### config.mk
export PLATFORM = sky130hd
export DESIGN_NAME = sdc_prep
export DESIGN_NICKNAME = d
export VERILOG_FILES = /design/src/sdc_pkg.sv /design/src/sdc_prep.sv
export SDC_FILE = /design/constraint.sdc
export NUM_CORES = 1
export LEC_CHECK = 0
export BUFFER_PORTS_ARGS = -buffer_cell sky130_fd_sc_hd__buf_2
export CELL_PAD_IN_SITES_DETAIL_PLACEMENT = 0
export CELL_PAD_IN_SITES_GLOBAL_PLACEMENT = 1
export CORE_AREA = 2 2 204 206
export DETAILED_ROUTE_END_ITERATION = 16
export DIE_AREA = 0 0 206 208
export PLACE_DENSITY_LB_ADDON = 0.1
export SKIP_CTS_REPAIR_TIMING = 1
export SYNTH_ARGS = -nofsm -noshare
export SYNTH_HDL_FRONTEND = slang
export SYNTH_SLANG_ARGS = --single-unit
### constraint.sdc
create_clock -name clk -period 6.8 [get_ports clk]
set_clock_uncertainty 0.15 [all_clocks]
set_input_delay 0.68 -clock clk [delete_from_list [all_inputs] [get_ports clk]]
set_output_delay 0.68 -clock clk [all_outputs]
set_load 0.01 [all_outputs]
### src/sdc_pkg.sv
// ----------------------------------------------------------------------------
// sdc_pkg
// Shared types and codes for the scaled decimal comparator.
// ----------------------------------------------------------------------------
`default_nettype none

package sdc_pkg;

  // Values of the order field of a result.
  localparam logic [1:0] ORD_LESS    = 2'd0;
  localparam logic [1:0] ORD_EQUAL   = 2'd1;
  localparam logic [1:0] ORD_GREATER = 2'd2;

  // Per-item control bits that travel alongside the datapath.
  typedef struct packed {
    logic swap;       // 1 when the scaled operand is the second one
    logic sign_a;
    logic sign_b;
    logic both_zero;
  } sdc_ctrl_t;

endpackage

`default_nettype wire

### src/sdc_prep.sv
// ----------------------------------------------------------------------------
// sdc_prep
// Input stage: masks mantissas, saturates scales, picks the operand that is
// brought up to the larger scale and registers the aligned pair.
// ----------------------------------------------------------------------------
`default_nettype none

module sdc_prep import sdc_pkg::*; #(
  parameter int MANT_BITS = 96,
  parameter int MAX_SCALE = 28,
  parameter int WW        = MANT_BITS + 4 * MAX_SCALE,
  parameter int DW        = $clog2(MAX_SCALE + 1)
) (
  input  wire logic                 clk,
  input  wire logic                 rst,
  input  wire logic                 in_valid,
  output logic                      in_ready,
  input  wire logic                 sign_a,
  input  wire logic [4:0]           scale_a,
  input  wire logic [95:0]          mant_a,
  input  wire logic                 sign_b,
  input  wire logic [4:0]           scale_b,
  input  wire logic [95:0]          mant_b,
  output logic                      out_valid,
  input  wire logic                 out_ready,
  output logic [WW-1:0]             out_x,
  output logic [MANT_BITS-1:0]      out_y,
  output logic [DW-1:0]             out_diff,
  output sdc_ctrl_t                 out_ctrl
);

  localparam logic [5:0] MaxScale6 = 6'(MAX_SCALE);

  logic [MANT_BITS+95:0] ext_a, ext_b;
  logic [MANT_BITS-1:0]  ma, mb;
  logic [5:0]            ea6, eb6;
  logic [DW-1:0]         ea, eb;
  logic                  a_smaller;

  // Bits at or above MANT_BITS are dropped; narrower ports are zero-extended.
  assign ext_a = {{MANT_BITS{1'b0}}, mant_a};
  assign ext_b = {{MANT_BITS{1'b0}}, mant_b};
  assign ma    = ext_a[MANT_BITS-1:0];
  assign mb    = ext_b[MANT_BITS-1:0];

  assign ea6 = ({1'b0, scale_a} > MaxScale6) ? MaxScale6 : {1'b0, scale_a};
  assign eb6 = ({1'b0, scale_b} > MaxScale6) ? MaxScale6 : {1'b0, scale_b};
  assign ea  = ea6[DW-1:0];
  assign eb  = eb6[DW-1:0];

  assign a_smaller = (ea < eb);
  assign in_ready  = ~out_valid | out_ready;

  always_ff @(posedge clk) begin
    if (rst) begin
      out_valid <= 1'b0;
    end else if (in_ready) begin
      out_valid <= in_valid;
    end
    if (in_valid && in_ready) begin
      out_x              <= a_smaller ? WW'(ma) : WW'(mb);
      out_y              <= a_smaller ? mb : ma;
      out_diff           <= a_smaller ? DW'(eb - ea) : DW'(ea - eb);
      out_ctrl.swap      <= ~a_smaller;
      out_ctrl.sign_a    <= sign_a;
      out_ctrl.sign_b    <= sign_b;
      out_ctrl.both_zero <= (ma == '0) && (mb == '0);
    end
  end

endmodule

`default_nettype wire

==> results.sh <==
export IMPL_outcome="finished, final reports clean"
export IMPL_synth_top_cell_by_area="edfxtp_1"
export IMPL_grt_overflow=0
export IMPL_regArea_um2=6060
export IMPL_post_place_ws_ns=2.30
export IMPL_fin_nets=1294
export IMPL_min_path_type="input port to register"
export IMPL_io_pins=523
export IMPL_netlist_area_um2=10200
export IMPL_rows=74
export IMPL_yosysSeqAreaShare=0.595
export IMPL_layout_common_cells="buf_2, edfxtp_1, mux2_2"
export IMPL_core_area_um2=40600
export IMPL_drtPass1Iterations=4
export IMPL_initial_core_util=0.251
export IMPL_grt_start_max_net_pins=151
export IMPL_cts_made_buffers=26
export IMPL_drc=0
export IMPL_io_buffers=410
export IMPL_grt_usage=0.150
export IMPL_synth_distinct_cells=37
export IMPL_grt_pass1_vias=6879
export IMPL_slew_viol_final=0
export IMPL_cp_required_ns=6.93
export IMPL_final_common_cell="buf_2"
export IMPL_whs_ns=0.149
export IMPL_grt_pass1_wl_um=47600
export IMPL_worstMarginPinSlew_ns=1.08
export IMPL_dieHeight_um=208
export IMPL_synthDominantCellAreaShare=0.593
export IMPL_fillers=4215
export IMPL_cts_num_sinks=202
export IMPL_powerDensity_nw_per_um2=269
export IMPL_cts_tree="yes"
export IMPL_drt_iter0_markers=295
export IMPL_total_leakage_power_nw=5.49
export IMPL_cts_root_buf="clkbuf_16"
export IMPL_dp_hpwl_um=25700
export IMPL_clk_path_buf_depth=3
export IMPL_fin_setup_tns_ns=0
export IMPL_wirelength_um=34000
export IMPL_design_area_um2=13200
export IMPL_avgSynthCellArea_um2=15.4
export IMPL_synth_seq_cells=202
export IMPL_die_width_um=206
export IMPL_vias_per_cell=4.21
export IMPL_clk_pin_slew_ns=0.06
export IMPL_multi_input_area_um2=3480
export IMPL_timing_final_crit_period_ns=3.82
export IMPL_wl_per_cell_um=20.9
export IMPL_cap_violations=0
export IMPL_startpoint_type="input port"
export IMPL_netlist_instances=661
export IMPL_cts_max_level=1
export IMPL_yosysWarnings=0
export IMPL_die_area_um2=42800
export IMPL_peakVddDrop_mv=0.136
export IMPL_drive_gt1_frac=0.591
export IMPL_slew_headroom=0.283
export IMPL_worstPathArrival_ns=3.95
export IMPL_grt_antenna_before_repair=3
export IMPL_vias=6850
export IMPL_setup_slack_ns=2.98
export IMPL_endpoint_kind="register"
export IMPL_rsz0062_at_grt="false"
export IMPL_max_freq_ghz=0.262
export IMPL_finalSetupViolations=0
export IMPL_dpl_cell_area_um2=12300
export IMPL_area_growth_pct=29.7
export IMPL_period_share=0.562
export IMPL_antenna_left=0
export IMPL_p_total_mw=3.54
export IMPL_ys_top_cells_by_area="edfxtp_1, mux2_2, buf_4, nor4_1, mux2_4"
export IMPL_hold_violations=0
export IMPL_crit_path_max_fanout=67
export IMPL_clock_latency_ns=0.54
export IMPL_criticalPathCategory="input port to register"
export IMPL_gp_congestion=0.760
final timing paths:
check,startpoint,end,slack (ns),cells after the start
setup / recovery,scale_b[2],out_x[38]$_DFFE_PP_,2.98,11
hold / removal,rst,out_valid$_SDFFE_PP0N_,0.15,2
setup reg to reg,out_valid$_SDFFE_PP0N_,out_y[8]$_DFFE_PP_,4.32,3
hold reg to reg,out_valid$_SDFFE_PP0N_,out_valid$_SDFFE_PP0N_,0.39,2
cell type report:
cell class | count | share of cell area
Antenna cell | 2 | 0.000379
Clock buffer | 37 | 0.0563
Clock inverter | 10 | 0.00730
Inverter | 16 | 0.00474
Multi-Input combinational cell | 416 | 0.263
Sequential cell | 202 | 0.459
Tap cell | 532 | 0.0505
Timing Repair Buffer | 413 | 0.158
logic make-up after synthesis:
kind of cell             after synthesis  share of synthesized area
AO/OA/AOI/OAI                         17                     0.0124
adder cells (fa/ha/maj)               11                     0.0150
multiplexers                         193                      0.221
other                                  1                   0.000369
flip-flops                           202                      0.595
AND/OR/NAND/NOR                       83                     0.0515
buffers and inverters                154                      0.104
through the flow:
stage | util | cells
2_1_floorplan | - | 772
5_1_grt | 0.325 | 1627
3_3_place_gp | 0.304 | 1579
3_5_place_dp | 0.304 | 1579
4_1_cts | 0.325 | 1626
6_report | 0.325 | 1628
synthesized netlist by cell type:
cell type    n
buf_6        5
buf_4      113
nand2_1      3
mux2_4      20
o211a_1      1
and3_1       1
and3b_4      1
and4_1       1
o211ai_4     1
inv_1       15
a221oi_1     1
a2111oi_0    1
nor2b_1      4
mux2_2     172
ha_1         9
a21boi_0     1
or3_1        1
o21ai_0      4
a22oi_1      1
a21oi_1      4
nand3_1      2
a211oi_1     2
nor4bb_1     1
clkbuf_1     5
nor4_1      51
dfxtp_1      1
a21o_1       1
conb_1       1
and2_1       3
fa_1         2
nand2b_1     2
nand4_1     12
mux2i_1      1
nor4b_1      1
buf_2       15
inv_4        1
edfxtp_1   201
worst max-delay path, cell delays in order:
cell and delay (ns):
buf_2 0.11, nand3_1 0.12, nand2_1 0.11, inv_1 0.05, ha_1 0.22, and3b_4 0.33, o211ai_4 0.10, and2_4 0.36
inv_4 0.83, buf_4 0.56, mux2_2 0.39
registers in the layout (all words and copies together) (netlist names):
| register | cells |
|---|---|
| out_ctrl | 4 |
| out_diff | 5 |
| out_x | 96 |
| out_y | 96 |
| out_valid | 1 |
routing by layer:
metal	part of all wire	vias up	GRT usage
met2	0.49	323	0.262
met4	0.019	4	0.0401
met1	0.40	3328	0.179
met5	0.00080	-	0
li1	-	3158	-
met3	0.090	37	0.0414
power breakdown:
group / total [mW] / internal, mW / switching (mW)
Combinational: 0.635 / 0.282 / 0.353
Clock: 1.36 / 0.829 / 0.535
Sequential: 1.55 / 1.52 / 0.0264
Power figures use the tool's default switching activity.
