--- config.mk ---
export PLATFORM = sky130hd
export DESIGN_NAME = sdc_mul10_stage
export DESIGN_NICKNAME = d
export VERILOG_FILES = /design/src/sdc_pkg.sv /design/src/sdc_mul10_stage.sv
export SDC_FILE = /design/constraint.sdc
export NUM_CORES = 1
export LEC_CHECK = 0
export ABC_AREA = 0
export BUFFER_PORTS_ARGS = -buffer_cell sky130_fd_sc_hd__buf_4
export CORE_ASPECT_RATIO = 0.5
export CORE_MARGIN = 8
export CORE_UTILIZATION = 50
export DETAILED_ROUTE_END_ITERATION = 7
export GPL_TIMING_DRIVEN = 0
export PLACE_DENSITY = 0.86
export SYNTH_ARGS = -nofsm -noshare
export SYNTH_HDL_FRONTEND = slang
export SYNTH_SLANG_ARGS = --single-unit
--- constraint.sdc ---
create_clock -name clk -period 9.3 [get_ports clk]
set_input_delay 1.395 -clock clk [delete_from_list [all_inputs] [get_ports clk]]
set_output_delay 1.395 -clock clk [all_outputs]
set_load 0.02 [all_outputs]
--- src/sdc_pkg.sv ---
// ----------------------------------------------------------------------------
// sdc_pkg
// Shared types and codes for the scaled decimal comparator.
// ----------------------------------------------------------------------------
`default_nettype none

package sdc_pkg;

  // Values of the order field of a result.
  localparam logic [1:0] ORD_LESS    = 2'd0;
  localparam logic [1:0] ORD_EQUAL   = 2'd1;
  localparam logic [1:0] ORD_GREATER = 2'd2;

  // Per-item control bits that travel alongside the datapath.
  typedef struct packed {
    logic swap;       // 1 when the scaled operand is the second one
    logic sign_a;
    logic sign_b;
    logic both_zero;
  } sdc_ctrl_t;

endpackage

`default_nettype wire

--- src/sdc_mul10_stage.sv ---
// ----------------------------------------------------------------------------
// sdc_mul10_stage
// One step of the power-of-ten alignment: multiplies the scaled operand by
// ten when this step is below the scale difference, then registers it.
// ----------------------------------------------------------------------------
`default_nettype none

module sdc_mul10_stage import sdc_pkg::*; #(
  parameter int MANT_BITS = 96,
  parameter int WW        = 208,
  parameter int DW        = 5,
  parameter int STEP      = 0
) (
  input  wire logic                 clk,
  input  wire logic                 rst,
  input  wire logic                 in_valid,
  output logic                      in_ready,
  input  wire logic [WW-1:0]        in_x,
  input  wire logic [MANT_BITS-1:0] in_y,
  input  wire logic [DW-1:0]        in_diff,
  input  wire sdc_ctrl_t            in_ctrl,
  output logic                      out_valid,
  input  wire logic                 out_ready,
  output logic [WW-1:0]             out_x,
  output logic [MANT_BITS-1:0]      out_y,
  output logic [DW-1:0]             out_diff,
  output sdc_ctrl_t                 out_ctrl
);

  localparam logic [DW-1:0] Step = DW'(STEP);

  logic [WW-1:0] x_next;

  // x * 10 = x * 8 + x * 2; the width leaves four bits per decade, so no carry
  // is ever lost.
  assign x_next   = (Step < in_diff) ? ((in_x << 3) + (in_x << 1)) : in_x;
  assign in_ready = ~out_valid | out_ready;

  always_ff @(posedge clk) begin
    if (rst) begin
      out_valid <= 1'b0;
    end else if (in_ready) begin
      out_valid <= in_valid;
    end
    if (in_valid && in_ready) begin
      out_x    <= x_next;
      out_y    <= in_y;
      out_diff <= in_diff;
      out_ctrl <= in_ctrl;
    end
  end

endmodule

`default_nettype wire

==> results.sh <==
export IMPL_outcome="complete, but fails checks"
export IMPL_violations="max-capacitance violations, max-slew violations"
export IMPL_end_kind="flip-flop"
export IMPL_dieHeight_um=179.1
export IMPL_initial_core_util=0.5087
export IMPL_ys_ff_latch=314
export IMPL_port_buffers=631
export IMPL_maxCapViolCount=1
export IMPL_setup_tns_final_ns=0
export IMPL_switching_share=0.3775
export IMPL_grt_antenna_before_repair=3
export IMPL_place_gp_congestion=1.011
export IMPL_nets=4402
export IMPL_layout_common_cells="buf_4 (636), a21oi_1 (519), nor2_1 (408)"
export IMPL_maxSlewViolCount=5
export IMPL_tritoncts="yes"
export IMPL_setup_violations_final=0
export IMPL_path_cells="buf_4 -> ha_1 -> fa_1 -> a21oi_1 -> o2bb2ai_1 -> o21ai_0 -> nand2_1 -> a31oi_1 -> o31a_1 -> nor2_1 -> a31oi_1 -> o32a_1 -> o21ai_0 -> a211oi_1 -> xor2_1 -> a21oi_1"
export IMPL_clkTransAtPathRegs_ns=0.07
export IMPL_antenna_left=0
export IMPL_row_count=59
export IMPL_skew_ns=0.02628
export IMPL_path_class="in -> reg"
export IMPL_power_density_nw_per_um2=151.0
export IMPL_die_w_um=342.1
export IMPL_coreArea_um2=52270
export IMPL_syn_nets=3737
export IMPL_power_leakage_nw=13.54
export IMPL_cts_hold_buf=0
export IMPL_final_common_cell="buf_4"
export IMPL_cts_resized=0
export IMPL_finalHoldViolations=0
export IMPL_synth_area_um2=26590
export IMPL_synth_edf_count=313
export IMPL_clockPowerShare=0.229
export IMPL_tightestPinTransition_ns=1.607
export IMPL_grt_start_max_net_pins=76
export IMPL_cp_start_kind="input pin"
export IMPL_post_cts_buffers=0
export IMPL_hpwl_um=96020
export IMPL_fmax_mhz=153.1
export IMPL_cts_sinks=314
export IMPL_worst_endpoint_arrival_ns=6.86
export IMPL_crit_fanout=4
export IMPL_vias=28813
export IMPL_cpLargestDelayFamily="compound AO/OA/AOI/OAI gates"
export IMPL_drtIter0Drc=3464
export IMPL_met1_usage=0.4524
export IMPL_ys_types=83
export IMPL_p_int_mw=3.117
export IMPL_area_delta_synth_final_pct=24.71
export IMPL_clkLatencyLatePin_ns=0.62
export IMPL_cts_buffer_depth=3
export IMPL_grt_busiest_layer="met2"
export IMPL_rsz0062_at_grt="no"
export IMPL_finalNonFillerCells=4599
export IMPL_cts_max_level=1
export IMPL_dieArea_um2=61260
export IMPL_synthFlopType="edfxtp_1"
export IMPL_drive_gt1_frac=0.1927
export IMPL_numCtsBuffers=28
export IMPL_slowest_delay_ns=1.25
export IMPL_synthCells=3215
export IMPL_drcViolationCount=0
export IMPL_wl_um=115300
export IMPL_ys_warn_count=0
export IMPL_use_met3=0.07925
export IMPL_seqPwrFrac=0.365
export IMPL_wire_per_inst_um=25.08
export IMPL_ir_drop_mv=0.1455
export IMPL_track_usage=0.3543
export IMPL_combPwrFrac=0.406
export IMPL_synth_area_per_cell_um2=8.270
export IMPL_period_share=0.7025
export IMPL_crit_slowest_cell="a31oi_1"
export IMPL_grt_pass1_vias=27461
export IMPL_fillCellCount=4446
export IMPL_cts_root_buf="clkbuf_16"
export IMPL_maxSlewHeadroom=-0.07617
export IMPL_p_switching_mw=1.891
export IMPL_met2_usage=0.6000
export IMPL_vias_per_cell=6.265
export IMPL_hold_class="reg -> reg"
export IMPL_io_pins=632
export IMPL_cp_data_required_time_ns=9.63
export IMPL_async_flop_share=0
export IMPL_path_buf_inv=1
export IMPL_place_inst=4551
export IMPL_grt_ovfl_total=0
export IMPL_ys_seq_area_frac=0.3542
export IMPL_grt_pass1_wl_um=168700
export IMPL_period_needed_ns=6.534
export IMPL_drt_first_pass_iters=7
[synthesized netlist by cell type, drive strengths merged, types with 6 or more instances]
| library cell | instances | area (um2) |
|---|---|---|
| nand3 | 36 | 180.2 |
| or2 | 16 | 100.1 |
| nor2b | 21 | 131.4 |
| or3 | 20 | 130.1 |
| a31oi | 30 | 209.0 |
| and4 | 9 | 78.83 |
| edfxtp | 313 | 9399 |
| xor2 | 89 | 779.5 |
| nor4 | 19 | 125.1 |
| nor2 | 408 | 1531 |
| o21bai | 54 | 405.4 |
| buf | 28 | 151.4 |
| nand2 | 344 | 1291 |
| nand4 | 118 | 744.5 |
| a21boi | 27 | 202.7 |
| o31a | 8 | 70.07 |
| o21ai | 261 | 1325 |
| a221oi | 7 | 67.56 |
| o31ai | 17 | 151.4 |
| clkbuf | 133 | 503.0 |
| and2 | 11 | 68.82 |
| a21o | 108 | 810.8 |
| a31o | 7 | 61.31 |
| inv | 63 | 236.5 |
| o21a | 30 | 225.2 |
| a21oi | 520 | 2606 |
| ha | 204 | 2552 |
| a211o | 8 | 70.07 |
| a221o | 6 | 60.06 |
| and3 | 16 | 100.1 |
| or4 | 6 | 48.80 |
| nand2b | 16 | 100.1 |
| xnor2 | 112 | 980.9 |
| a211oi | 18 | 140.1 |
| nor3 | 64 | 320.3 |
| o211ai | 21 | 167.7 |
[cell type report]
class / instances / area [um2] / share of cell area
tap: 701 / 877.1 / 0.02645
inverter: 63 / 236.5 / 0.007131
antenna: 1 / 2.502 / 0.00007546
clock buffer: 32 / 737.0 / 0.02222
multi-input combinational: 2677 / 16290 / 0.4912
timing repair buffer: 635 / 4847 / 0.1462
sequential: 314 / 9419 / 0.2840
clock inverter: 15 / 98.84 / 0.002981
buffer: 161 / 655.6 / 0.01977
[power by group through the flow]
stage | registers, mW | clock network (mW) | logic (mW)
global route | 1.84 | 1.20 | 2.16
CTS | 1.83 | 1.16 | 1.99
detailed placement | 1.86 | 0 | 1.97
global placement | 1.87 | 0 | 1.95
finish | 1.83 | 1.15 | 2.03
floorplan | 2.06 | 0 | 0.980
[flip-flops by register name, summed over array words and instances (netlist names)]
| register | count |
|---|---|
| out_x | 208 |
| out_ctrl | 4 |
| out_y | 96 |
| out_valid | 1 |
| out_diff | 5 |
[layer usage]
metal | vias up | part of all wire
met4 | 2 | 0.035
met3 | 269 | 0.092
met2 | 1530 | 0.47
met5 | - | 0.00012
li1 | 13265 | -
met1 | 13747 | 0.40
[path summary, 6_finish.rpt]
check | start | end | slack [ns] | cells past startpoint
min reg2reg | out_valid$_SDFFE_PP0N_ | out_valid$_SDFFE_PP0N_ | 0.56 | 2
max | in_x[0] | out_x[177]$_DFFE_PP_ | 2.77 | 16
min | out_valid$_SDFFE_PP0N_ | out_valid$_SDFFE_PP0N_ | 0.56 | 2
max reg2reg | out_valid$_SDFFE_PP0N_ | out_x[204]$_DFFE_PP_ | 7.22 | 4
[worst min-delay path, cell delays in order, from the launching register on]
cell and delay, ns:
dfxtp_1 0.31, nand2b_1 0.12, a21oi_1 0.08
[per-stage QoR]
step / hold WS, ns / instance area (um2) / setup WS [ns] / power [mW] / utilization
global route: 0.5828 / 33160 / 2.826 / 5.197 / 0.6345
finish: 0.5582 / 33160 / 2.766 / 5.008 / 0.6345
global placement: 0.5092 / 32200 / 2.024 / 3.818 / 0.6162
detailed placement: 0.5432 / 32320 / 2.534 / 3.833 / 0.6183
CTS: 0.5565 / 33150 / 3.147 / 4.975 / 0.6343
floorplan: 0.7289 / 26590 / 3.315 / 3.041 / -
[kinds of logic after synthesis]
family / count (synthesis) / share of synthesized area
compound gates: 1162 / 0.2616
simple gates: 1109 / 0.1877
flops: 314 / 0.3542
xor+xnor: 201 / 0.06621
buf+inv: 224 / 0.03350
fa+ha+maj: 205 / 0.09675
Power figures use the tool's default switching activity.
