===== config.mk =====
export PLATFORM = sky130hd
export DESIGN_NAME = sdc_cmp
export DESIGN_NICKNAME = d
export VERILOG_FILES = /design/src/sdc_pkg.sv /design/src/sdc_cmp.sv
export SDC_FILE = /design/constraint.sdc
export NUM_CORES = 1
export LEC_CHECK = 0
export BUFFER_PORTS_ARGS = -buffer_cell sky130_fd_sc_hd__buf_2
export CORE_AREA = 2 2 122 124
export DETAILED_ROUTE_END_ITERATION = 10
export DIE_AREA = 0 0 124 126
export PLACE_DENSITY = 0.73
export SLEW_MARGIN = 20
export SYNTH_ARGS = -nofsm -noshare
export SYNTH_HDL_FRONTEND = slang
export SYNTH_SLANG_ARGS = --single-unit

===== constraint.sdc =====
create_clock -name clk -period 4.95 [get_ports clk]
set_input_delay 0.495 -clock clk [delete_from_list [all_inputs] [get_ports clk]]
set_output_delay 0.495 -clock clk [all_outputs]
set_load 0.02 [all_outputs]

===== src/sdc_pkg.sv =====
// ----------------------------------------------------------------------------
// sdc_pkg
// Shared types and codes for the scaled decimal comparator.
// ----------------------------------------------------------------------------
`default_nettype none

package sdc_pkg;

  // Values of the order field of a result.
  localparam logic [1:0] ORD_LESS    = 2'd0;
  localparam logic [1:0] ORD_EQUAL   = 2'd1;
  localparam logic [1:0] ORD_GREATER = 2'd2;

  // Per-item control bits that travel alongside the datapath.
  typedef struct packed {
    logic swap;       // 1 when the scaled operand is the second one
    logic sign_a;
    logic sign_b;
    logic both_zero;
  } sdc_ctrl_t;

endpackage

`default_nettype wire


===== src/sdc_cmp.sv =====
// ----------------------------------------------------------------------------
// sdc_cmp
// Final stage: compares the aligned magnitudes, applies the sign rules and
// holds the result in the output register.
// ----------------------------------------------------------------------------
`default_nettype none

module sdc_cmp import sdc_pkg::*; #(
  parameter int MANT_BITS = 96,
  parameter int WW        = 208
) (
  input  wire logic                 clk,
  input  wire logic                 rst,
  input  wire logic                 in_valid,
  output logic                      in_ready,
  input  wire logic [WW-1:0]        in_x,
  input  wire logic [MANT_BITS-1:0] in_y,
  input  wire sdc_ctrl_t            in_ctrl,
  output logic                      out_valid,
  input  wire logic                 out_ready,
  output logic [1:0]                order,
  output logic                      is_less,
  output logic                      is_equal,
  output logic                      is_greater
);

  logic [WW-1:0] mag_a, mag_b;
  logic          mag_gt, mag_lt;
  logic [1:0]    order_next;

  assign mag_a  = in_ctrl.swap ? WW'(in_y) : in_x;
  assign mag_b  = in_ctrl.swap ? in_x : WW'(in_y);
  assign mag_gt = (mag_a > mag_b);
  assign mag_lt = (mag_a < mag_b);

  always_comb begin
    if (in_ctrl.both_zero) begin
      order_next = ORD_EQUAL;
    end else if (in_ctrl.sign_a && !in_ctrl.sign_b) begin
      order_next = ORD_LESS;
    end else if (!in_ctrl.sign_a && in_ctrl.sign_b) begin
      order_next = ORD_GREATER;
    end else if (mag_gt) begin
      // Two negatives reverse the magnitude order.
      order_next = in_ctrl.sign_a ? ORD_LESS : ORD_GREATER;
    end else if (mag_lt) begin
      order_next = in_ctrl.sign_a ? ORD_GREATER : ORD_LESS;
    end else begin
      order_next = ORD_EQUAL;
    end
  end

  assign in_ready = ~out_valid | out_ready;

  always_ff @(posedge clk) begin
    if (rst) begin
      out_valid <= 1'b0;
    end else if (in_ready) begin
      out_valid <= in_valid;
    end
    if (in_valid && in_ready) begin
      order      <= order_next;
      is_less    <= (order_next == ORD_LESS);
      is_equal   <= (order_next == ORD_EQUAL);
      is_greater <= (order_next == ORD_GREATER);
    end
  end

endmodule

`default_nettype wire


==> results of run 1 <==
## per-layer routing
metal / routed length [um] / vias up / share of wire
met2: 7160 / 154 / 0.46
li1: - / 2749 / -
met1: 7110 / 2380 / 0.46
met4: 74 / 4 / 0.0048
met3: 1160 / 10 / 0.074
met5: 24 / - / 0.0015
## report_power, final
group	internal, W	switching [W]	total (W)
Sequential	0.0000590	0.00000124	0.0000602
Combinational	0.000297	0.000260	0.000557
Clock	0.000107	0.0000294	0.000136
Total	0.000463	0.000291	0.000754
## worst paths after layout
| check | end | cells after the start |
|---|---|---|
| setup / recovery | is_less | 11 |
| hold / removal | out_valid | 2 |
| setup reg to reg | order[0] | 2 |
| hold reg to reg | out_valid | 2 |
## flip-flops by register name, summed over array words and instances (netlist names)
name,count
is_less,1
out_valid,1
order,2
is_equal,1
is_greater,1
## layout make-up
| class | count | area [um2] |
|---|---|---|
| Fill cell | 1424 | 7700 |
| Multi-Input combinational cell | 494 | 4430 |
| Timing Repair Buffer | 322 | 1670 |
| Tap cell | 184 | 230 |
| Sequential cell | 6 | 170 |
| Clock buffer | 4 | 78.8 |
| Inverter | 7 | 26.3 |
| Antenna cell | 3 | 7.51 |
## per-stage QoR
stage / total power (W) / setup slack (ns) / utilization / area, um2
2_1_floorplan: 0.000402 / 1.33 / - / 4710
3_3_place_gp: 0.000610 / 0.911 / 0.456 / 6520
3_5_place_dp: 0.000622 / 0.892 / 0.456 / 6520
4_1_cts: 0.000760 / 1.13 / 0.461 / 6600
5_1_grt: 0.000835 / 0.866 / 0.461 / 6610
6_report: 0.000754 / 1.23 / 0.462 / 6610
## critical path: cells and delay by family
family	cells	cell delay [ns]
multiplexers	1	0.38
AND/OR/NAND/NOR	3	1.03
adder cells (fa/ha/maj)	1	0.32
AO/OA/AOI/OAI	4	0.95
buffers and inverters	2	0.54
## placed cells by master, fill, tap and decap left out, types with 2 or more instances in the layout
cell	synthesis	routed
a21o_1	10	10
a21oi_1	41	41
a221oi_1	8	8
a31o_2	2	2
and2_1	2	2
buf_12	0	3
buf_2	0	317
clkbuf_16	0	3
diode_2	0	3
edfxtp_1	5	5
ha_1	96	96
inv_1	7	7
mux2_2	96	96
mux2i_1	96	96
nand2_1	25	25
nand2b_1	2	2
nand3_1	7	7
nand4_1	31	31
nor2_1	8	8
nor3_1	8	8
nor4_1	32	32
nor4_2	2	2
o21ai_0	16	16
## cell families (layout without fill, tap and decap cells)
| kind of cell | Yosys count | in the layout |
|---|---|---|
| fa+ha+maj | 96 | 96 |
| mux | 192 | 192 |
| other cells | 0 | 3 |
| compound gates | 84 | 84 |
| simple gates | 121 | 121 |
| buf+inv | 29 | 333 |
| xor+xnor | 1 | 1 |
| flops | 6 | 6 |
==> results.json, run 1 <==
{
  "period_needed_ns": 3.72,
  "outcome": "finished, final reports clean",
  "cts_buffers": 3,
  "clk_latency_ns": 0.23,
  "routed_wl_um": 15500,
  "overflow": 0,
  "nets": 1242,
  "drc": 0,
  "p_leak_nw": 3.43,
  "met2_usage": 0.320,
  "stdcell_count": 1020,
  "yosys_most_used_dff": "edfxtp_1",
  "grt_usage": 0.185,
  "peakVddDrop_uv": 128,
  "synth_nets": 937,
  "whs_ns": 0.420,
  "slowest_stage": "nor4_1",
  "clkTransAtPathRegs_ns": 0.04,
  "muxShareOfSynthArea": 0.434,
  "synth_compound_area_frac": 0.107,
  "endpoint_kind": "register",
  "ctsResizeCount": 0,
  "die_y_um": 126,
  "power_density_nw_per_um2": 114,
  "critPathMaxStageDelay_ns": 0.53,
  "synth_fa_ha_area_frac": 0.255,
  "avgSynthCellArea_um2": 8.90,
  "hp-class": "primary input to register",
  "synth_warnings": 0,
  "cts_setup_buffers": 0,
  "cts-htree-levels": 1,
  "drt.antenna.violating_nets": 0,
  "synthArstFlopShare": 0,
  "drt_iter0_markers": 136,
  "hold_viol": 0,
  "ys_types": 34,
  "maxCapViolCount": 0,
  "avgRoutedWirePerCell_um": 15.2,
  "worstMarginPinSlew_ns": 0.611,
  "rsz0062_at_grt": "no",
  "grt_pass1_vias": 4896,
  "cts_tree": "built",
  "yosysTopAreaCellShare": 0.255,
  "ys_top_cells_by_count": "96 x ha_1, 96 x mux2_2, 96 x mux2i_1, 41 x a21oi_1, 32 x nor4_1",
  "fin_skew_ns": 0.00391,
  "synth_top_family_by_area": "multiplexers",
  "synth-seq-cells": 6,
  "crit_path_start": "in_ctrl[3]",
  "critPathKind": "primary input to register",
  "yosys.area_share.simple": 0.143,
  "io_pins": 319,
  "cp_cell_sequence": "clkbuf_8 > buf_12 > mux2_2 > ha_1 > nand4_1 > nor4_1 > nand4_1 > o211a_1 > a31oi_1 > o211ai_1 > a221oi_1",
  "yosys.area_share.xor_xnor": 0.00186,
  "cpMostUsedCell": "nand4_1",
  "fin_tns_setup_ns": 0,
  "vias_per_cell": 5.19,
  "synth_edf_count": 5,
  "syn_inst": 529,
  "placedCellCount": 1013,
  "r2r-start": "out_valid",
  "area_growth_pct": 40.4,
  "grt_pass1_wl_um": 23200,
  "drv_slew": 0,
  "critPathLaunchType": "primary input",
  "netlist_area_um2": 4710,
  "clock-sinks": 6,
  "vias": 5297,
  "grtUsageMet1": 0.245,
  "ys_seq_area_frac": 0.0361,
  "synth_top_area_cell": "ha_1",
  "start_util": 0.329,
  "dpl.hpwl_um": 14100,
  "dr.pass1.iters": 7,
  "final-setup-viol-count": 0,
  "final_layout_size_suffix_gt1_frac": 0.513,
  "hold_buffers": 0,
  "period_share": 0.752,
  "fmax_mhz": 269,
  "grt_max_degree": 67,
  "cp.arrival_ns": 3.76,
  "cp_data_required_time_ns": 4.99,
  "cts_buffer_depth": 2,
  "slew-limit-headroom": 0.589,
  "gp_congestion": 0.810,
  "grt_antenna_before_repair": 6,
  "io_buffers": 318,
  "rows": 44,
  "core-area_um2": 14300,
  "reg2reg_slack_ns": 3.93,
  "top_usage_layer": "met2",
  "grt_use_met3": 0.0344,
  "die_w_um": 124,
  "root_buffer": "clkbuf_16",
  "path_max_fanout": 53,
  "die_area_um2": 15600,
  "synthTopCellsByArea": "ha_1 26%, mux2_2 23%, mux2i_1 20%, a21oi_1 4.4%, nor4_1 4.3%",
  "hp-start": "rst"
}
Note: power is estimated with default switching activity, not from simulation.
==> run 2: changes to the inputs <==
--- a/config.mk
+++ b/config.mk
@@ -9,7 +9,7 @@
 export CORE_AREA = 2 2 122 124
 export DETAILED_ROUTE_END_ITERATION = 10
 export DIE_AREA = 0 0 124 126
-export PLACE_DENSITY = 0.73
+export PLACE_DENSITY = 0.75
 export SLEW_MARGIN = 20
 export SYNTH_ARGS = -nofsm -noshare
 export SYNTH_HDL_FRONTEND = slang
==> constraint.sdc (replaced) <==
create_clock -name clk -period 3.4 [get_ports clk]
set_input_delay 0.34 -clock clk [delete_from_list [all_inputs] [get_ports clk]]
set_output_delay 0.34 -clock clk [all_outputs]
set_load 0.02 [all_outputs]
==> results.json, run 2 (synthesis results as in run 1) <==
{
  "dp_slack_ns": -0.180,
  "final_layout_size_suffix_gt1_frac": 0.534,
  "post_dp_cell_area_um2": 6730,
  "power_density_nw_per_um2": 166,
  "gp_congestion": 0.818,
  "core-area_um2": 14300,
  "overflow": 0,
  "nets": 1270,
  "combPwrFrac": 0.749,
  "drc": 0,
  "cts_setup_buffers": 0,
  "outcome": "finished, final reports clean",
  "io_buffers": 318,
  "rows": 44,
  "multi_input_area_um2": 4460,
  "cts-htree-levels": 1,
  "cp.arrival_ns": 3.10,
  "root_buffer": "clkbuf_16",
  "dr.pass1.iters": 4,
  "die_y_um": 126,
  "routed_wl_um": 16000,
  "critPathLaunchType": "primary input",
  "io_pins": 319,
  "grt_pass1_vias": 5210,
  "grt_usage": 0.191,
  "largest_register_ffs": 2,
  "drt.antenna.violating_nets": 0,
  "grt_max_degree": 42,
  "switching_share": 0.384,
  "die_w_um": 124,
  "die_area_um2": 15600,
  "dpl.hpwl_um": 14600,
  "drv_slew": 0,
  "cts_tree": "built",
  "cp_data_required_time_ns": 3.35,
  "slew-limit-headroom": 0.703,
  "p_switching_w": 0.000438,
  "grt_antenna_before_repair": 3,
  "hold_viol": 0,
  "post-route-util": 0.480,
  "hp-start": "rst",
  "final-setup-viol-count": 0,
  "peakVddDrop_uv": 170,
  "rsz0062_at_grt": "no",
  "path_max_fanout": 30,
  "pwr-share-seq": 0.076,
  "clock-sinks": 6,
  "p_leak_nw": 3.58,
  "p_clk_frac": 0.174,
  "layout_common_cells": "317 x buf_2, 96 x mux2i_1, 96 x mux2_2, 96 x ha_1, 41 x a21oi_1",
  "fmax_mhz": 318,
  "cts_buffers": 3,
  "clk_latency_ns": 0.23,
  "vias_per_cell": 5.16,
  "crit_path_start": "in_ctrl[3]",
  "hp-class": "primary input to register",
  "avgRoutedWirePerCell_um": 15.3,
  "start_util": 0.329,
  "clkTransAtPathRegs_ns": 0.04,
  "hold_buffers": 0,
  "vias": 5393,
  "grt_pass1_wl_um": 24100,
  "period_needed_ns": 3.15,
  "maxCapViolCount": 0,
  "final_common_cell": "buf_2",
  "critPathKind": "primary input to register",
  "cts_buffer_depth": 2,
  "area_growth_pct": 45.8,
  "fin_skew_ns": 0.00274,
  "fin_ws_ns": 0.251,
  "fillers": 1439,
  "top_register": "order",
  "worstMarginPinSlew_ns": 0.442,
  "endpoint_kind": "register",
  "fin_area_um2": 6870,
  "period_share": 0.926,
  "regArea_um2": 170,
  "drt_iter0_markers": 174,
  "r2r-start": "out_valid",
  "p_int_w": 0.000702
}
==> run 2: worst max-delay path: stages <==
cell and delay (ns):
clkbuf_8 0.17, buf_16 0.20, buf_4 0.20, mux2_2 0.35, ha_1 0.30, a2111oi_1 0.38
o21ai_1 0.12, a21oi_1 0.12, nor2_1 0.06, or3_1 0.38, o211ai_1 0.33, a221oi_1 0.13
==> run 2: routing by layer <==
layer / wire length, um / global-route usage / up-vias / part of all wire
met5: 13 / 0 / - / 0.00081
li1: - / - / 2791 / -
met1: 7360 / 0.264 / 2402 / 0.46
met2: 7310 / 0.321 / 190 / 0.46
met3: 1300 / 0.0331 / 8 / 0.081
met4: 67 / 0.0198 / 2 / 0.0042
==> run 2: final timing paths <==
| check | end | slack [ns] | cells past startpoint |
|---|---|---|---|
| hold / removal | out_valid | 0.27 | 2 |
| setup / recovery | is_greater | 0.25 | 12 |
| setup reg to reg | is_greater | 2.37 | 2 |
| hold reg to reg | out_valid | 0.52 | 2 |
==> run 2: final cells by class <==
class,instances,area share
Multi-Input combinational cell,494,0.650
Timing Repair Buffer,350,0.276
Tap cell,184,0.0335
Sequential cell,6,0.0248
Clock buffer,4,0.0115
Inverter,7,0.00383
Antenna cell,1,0.000364
==> run 2: power groups by stage <==
| stage | clock [W] | combinational (W) | sequential [W] |
|---|---|---|---|
| after floorplan | 0 | 0.000491 | 0.0000945 |
| after global placement | 0 | 0.000829 | 0.0000882 |
| after detailed placement | 0 | 0.000848 | 0.0000885 |
| after CTS | 0.000200 | 0.000853 | 0.0000874 |
| after global routing | 0.000209 | 0.000966 | 0.0000877 |
| final | 0.000199 | 0.000854 | 0.0000872 |
==> run 2: repair_timing <==
item                                    4_1_cts  5_1_grt
hold endpoints to repair                      0        0
gates resized for setup                       0       10
endpoints found under the setup margin        0        5
==> run 2: metrics by stage <==
stage / hold slack [ns] / TNS (ns) / instances / total power (W)
2_1_floorplan: 0.409 / 0 / 529 / 0.000585
3_3_place_gp: 0.514 / -0.527 / 1041 / 0.000917
3_5_place_dp: 0.510 / -0.517 / 1041 / 0.000936
4_1_cts: 0.268 / 0 / 1045 / 0.00114
5_1_grt: 0.278 / 0 / 1046 / 0.00126
6_report: 0.269 / 0 / 1046 / 0.00114
==> run 3: changes to the inputs <==
--- a/config.mk
+++ b/config.mk
@@ -5,11 +5,13 @@
 export SDC_FILE = /design/constraint.sdc
 export NUM_CORES = 1
 export LEC_CHECK = 0
+export ABC_AREA = 1
 export BUFFER_PORTS_ARGS = -buffer_cell sky130_fd_sc_hd__buf_2
-export CORE_AREA = 2 2 122 124
+export CORE_AREA = 2 2 124 126
 export DETAILED_ROUTE_END_ITERATION = 10
-export DIE_AREA = 0 0 124 126
-export PLACE_DENSITY = 0.75
+export DIE_AREA = 0 0 126 128
+export PLACE_DENSITY = 0.74
+export SETUP_SLACK_MARGIN = 0.02
 export SLEW_MARGIN = 20
 export SYNTH_ARGS = -nofsm -noshare
 export SYNTH_HDL_FRONTEND = slang
==> constraint.sdc (replaced) <==
create_clock -name clk -period 3.54 [get_ports clk]
set_input_delay 0.354 -clock clk [delete_from_list [all_inputs] [get_ports clk]]
set_output_delay 0.354 -clock clk [all_outputs]
set_load 0.02 [all_outputs]
==> results.json, run 3 <==
{
  "outcome": "finished, final reports clean",
  "grt_usage": 0.184,
  "final_common_cell": "buf_2",
  "cp_data_required_time_ns": 3.51,
  "worstMarginPinSlew_ns": 0.499,
  "endpoint_kind": "register",
  "avgRoutedWirePerCell_um": 10.8,
  "avgSynthCellArea_um2": 5.30,
  "critPathLaunchType": "primary input",
  "yosysTopAreaCellShare": 0.233,
  "root_buffer": "clkbuf_16",
  "routed_wl_um": 15700,
  "whs_ns": 0.273,
  "path_max_fanout": 133,
  "p_switching_w": 0.000457,
  "synth_nets": 1383,
  "yosys_most_used_dff": "edfxtp_1",
  "ctsResizeCount": 0,
  "die_y_um": 128,
  "rsz0062_at_grt": "no",
  "combPwrFrac": 0.735,
  "power_density_nw_per_um2": 149,
  "clk_latency_ns": 0.23,
  "p_clk_frac": 0.185,
  "dr.pass1.iters": 4,
  "grt_antenna_before_repair": 5,
  "vias_per_cell": 4.65,
  "cts-htree-levels": 1,
  "pwr-share-seq": 0.081,
  "critPathKind": "primary input to register",
  "ys_top_cells_by_count": "309 x nand2_1, 202 x o21ai_0, 119 x inv_1, 96 x ha_1, 89 x nor2_1",
  "period_share": 0.806,
  "synthArstFlopShare": 0,
  "netlist_area_um2": 5160,
  "rows": 45,
  "cpMostUsedCell": "nand2_1",
  "final-setup-viol-count": 0,
  "slew-limit-headroom": 0.667,
  "hp-class": "primary input to register",
  "io_pins": 319,
  "cts_tree": "built",
  "period_needed_ns": 2.85,
  "cts_buffer_depth": 2,
  "start_util": 0.347,
  "synth_warnings": 0,
  "area_growth_pct": 35.2,
  "die_w_um": 126,
  "fin_tns_setup_ns": 0,
  "nets": 1667,
  "reg2reg_slack_ns": 2.43,
  "cts_buffers": 3,
  "synthTopCellsByArea": "ha_1 23%, nand2_1 22%, o21ai_0 20%, inv_1 8.6%, nor2_1 6.5%",
  "crit_buf_inv": 2,
  "synth-seq-cells": 6,
  "largest_register_ffs": 2,
  "io_buffers": 318,
  "drt.antenna.violating_nets": 0,
  "synthMostInstantiatedCell": "nand2_1",
  "ys_seq_area_frac": 0.0329,
  "peakVddDrop_uv": 143,
  "die_area_um2": 16100,
  "ys_types": 29,
  "drv_slew": 0,
  "maxCapViolCount": 0,
  "synth_top_area_cell": "ha_1",
  "hold_buffers": 0,
  "grt_max_degree": 134,
  "fmax_mhz": 350,
  "syn_inst": 975,
  "grt_pass1_vias": 5900,
  "critPathMaxStageDelay_ns": 0.40,
  "hold_viol": 0,
  "cp.arrival_ns": 2.83,
  "p_int_w": 0.000582,
  "cp_cell_sequence": "buf_8 > buf_12 > o21ai_0 > ha_1 > nand2_1 > nor2_2 > and2_4 > and3_1 > nand4_1 > nor2_1 > nand2_1 > nor2_1 > nand2_1 > nand2_2 > a21oi_1",
  "synth_edf_count": 5,
  "critical-path-top-delay-family": "simple AND/OR/NAND/NOR gates",
  "clock-sinks": 6,
  "switching_share": 0.440,
  "gp_congestion": 0.868,
  "overflow": 0,
  "drt_iter0_markers": 266,
  "drc": 0,
  "grt_pass1_wl_um": 25100,
  "top_register": "order",
  "vias": 6745,
  "slowest_stage": "buf_12",
  "p_leak_nw": 4.08,
  "core-area_um2": 14900,
  "clkTransAtPathRegs_ns": 0.03,
  "cts_setup_buffers": 0,
  "layout_common_cells": "317 x buf_2, 309 x nand2_1, 202 x o21ai_0, 119 x inv_1, 96 x ha_1",
  "final_layout_size_suffix_gt1_frac": 0.278,
  "fin_skew_ns": 0.000250,
  "dpl.hpwl_um": 14000
}
-- run 3: layout make-up --
type	count	area, um2
Antenna cell	3	7.51
Inverter	121	454
Multi-Input combinational cell	805	4380
Tap cell	188	235
Fill cell	1622	7880
Sequential cell	6	170
Clock buffer	4	78.8
Timing Repair Buffer	322	1660
-- run 3: kinds of logic after synthesis --
logic type / synth area share
XOR/XNOR: 0.00170
AO/OA/AOI/OAI: 0.254
AND/OR/NAND/NOR: 0.359
adder cells (fa/ha/maj): 0.233
buffers and inverters: 0.119
flip-flops: 0.0329
-- run 3: worst paths after layout --
| check | startpoint | to | cells after the start |
|---|---|---|---|
| worst max-delay path | in_ctrl[3] | is_less | 15 |
| worst min-delay path | rst | out_valid | 2 |
| worst max register to register | out_valid | order[0] | 1 |
| worst min register to register | out_valid | out_valid | 2 |
-- run 3: routing by layer --
layer	share of wire	vias to the layer above	global-route usage
li1	-	3745	-
met1	0.43	2786	0.221
met2	0.50	189	0.345
met3	0.051	23	0.0205
met4	0.020	2	0.0498
met5	0.00083	-	0
-- run 3: power groups by stage --
| stage | logic [W] | clock network, W | registers, W |
|---|---|---|---|
| 2_1_floorplan | 0.000477 | 0 | 0.0000909 |
| 4_1_cts | 0.000773 | 0.000192 | 0.0000839 |
| 6_report | 0.000763 | 0.000192 | 0.0000838 |
| 3_3_place_gp | 0.000756 | 0 | 0.0000847 |
| 3_5_place_dp | 0.000768 | 0 | 0.0000848 |
| 5_1_grt | 0.000899 | 0.000195 | 0.0000843 |
-- run 3: metrics by stage --
stage / instances / setup slack (ns) / util / power (W) / cell area, um2
2_1_floorplan: 975 / 0.817 / - / 0.000568 / 5160
3_3_place_gp: 1442 / 0.418 / 0.464 / 0.000841 / 6900
3_5_place_dp: 1442 / 0.371 / 0.464 / 0.000852 / 6900
4_1_cts: 1446 / 0.593 / 0.469 / 0.00105 / 6970
5_1_grt: 1449 / 0.322 / 0.470 / 0.00118 / 6980
6_report: 1449 / 0.686 / 0.470 / 0.00104 / 6980
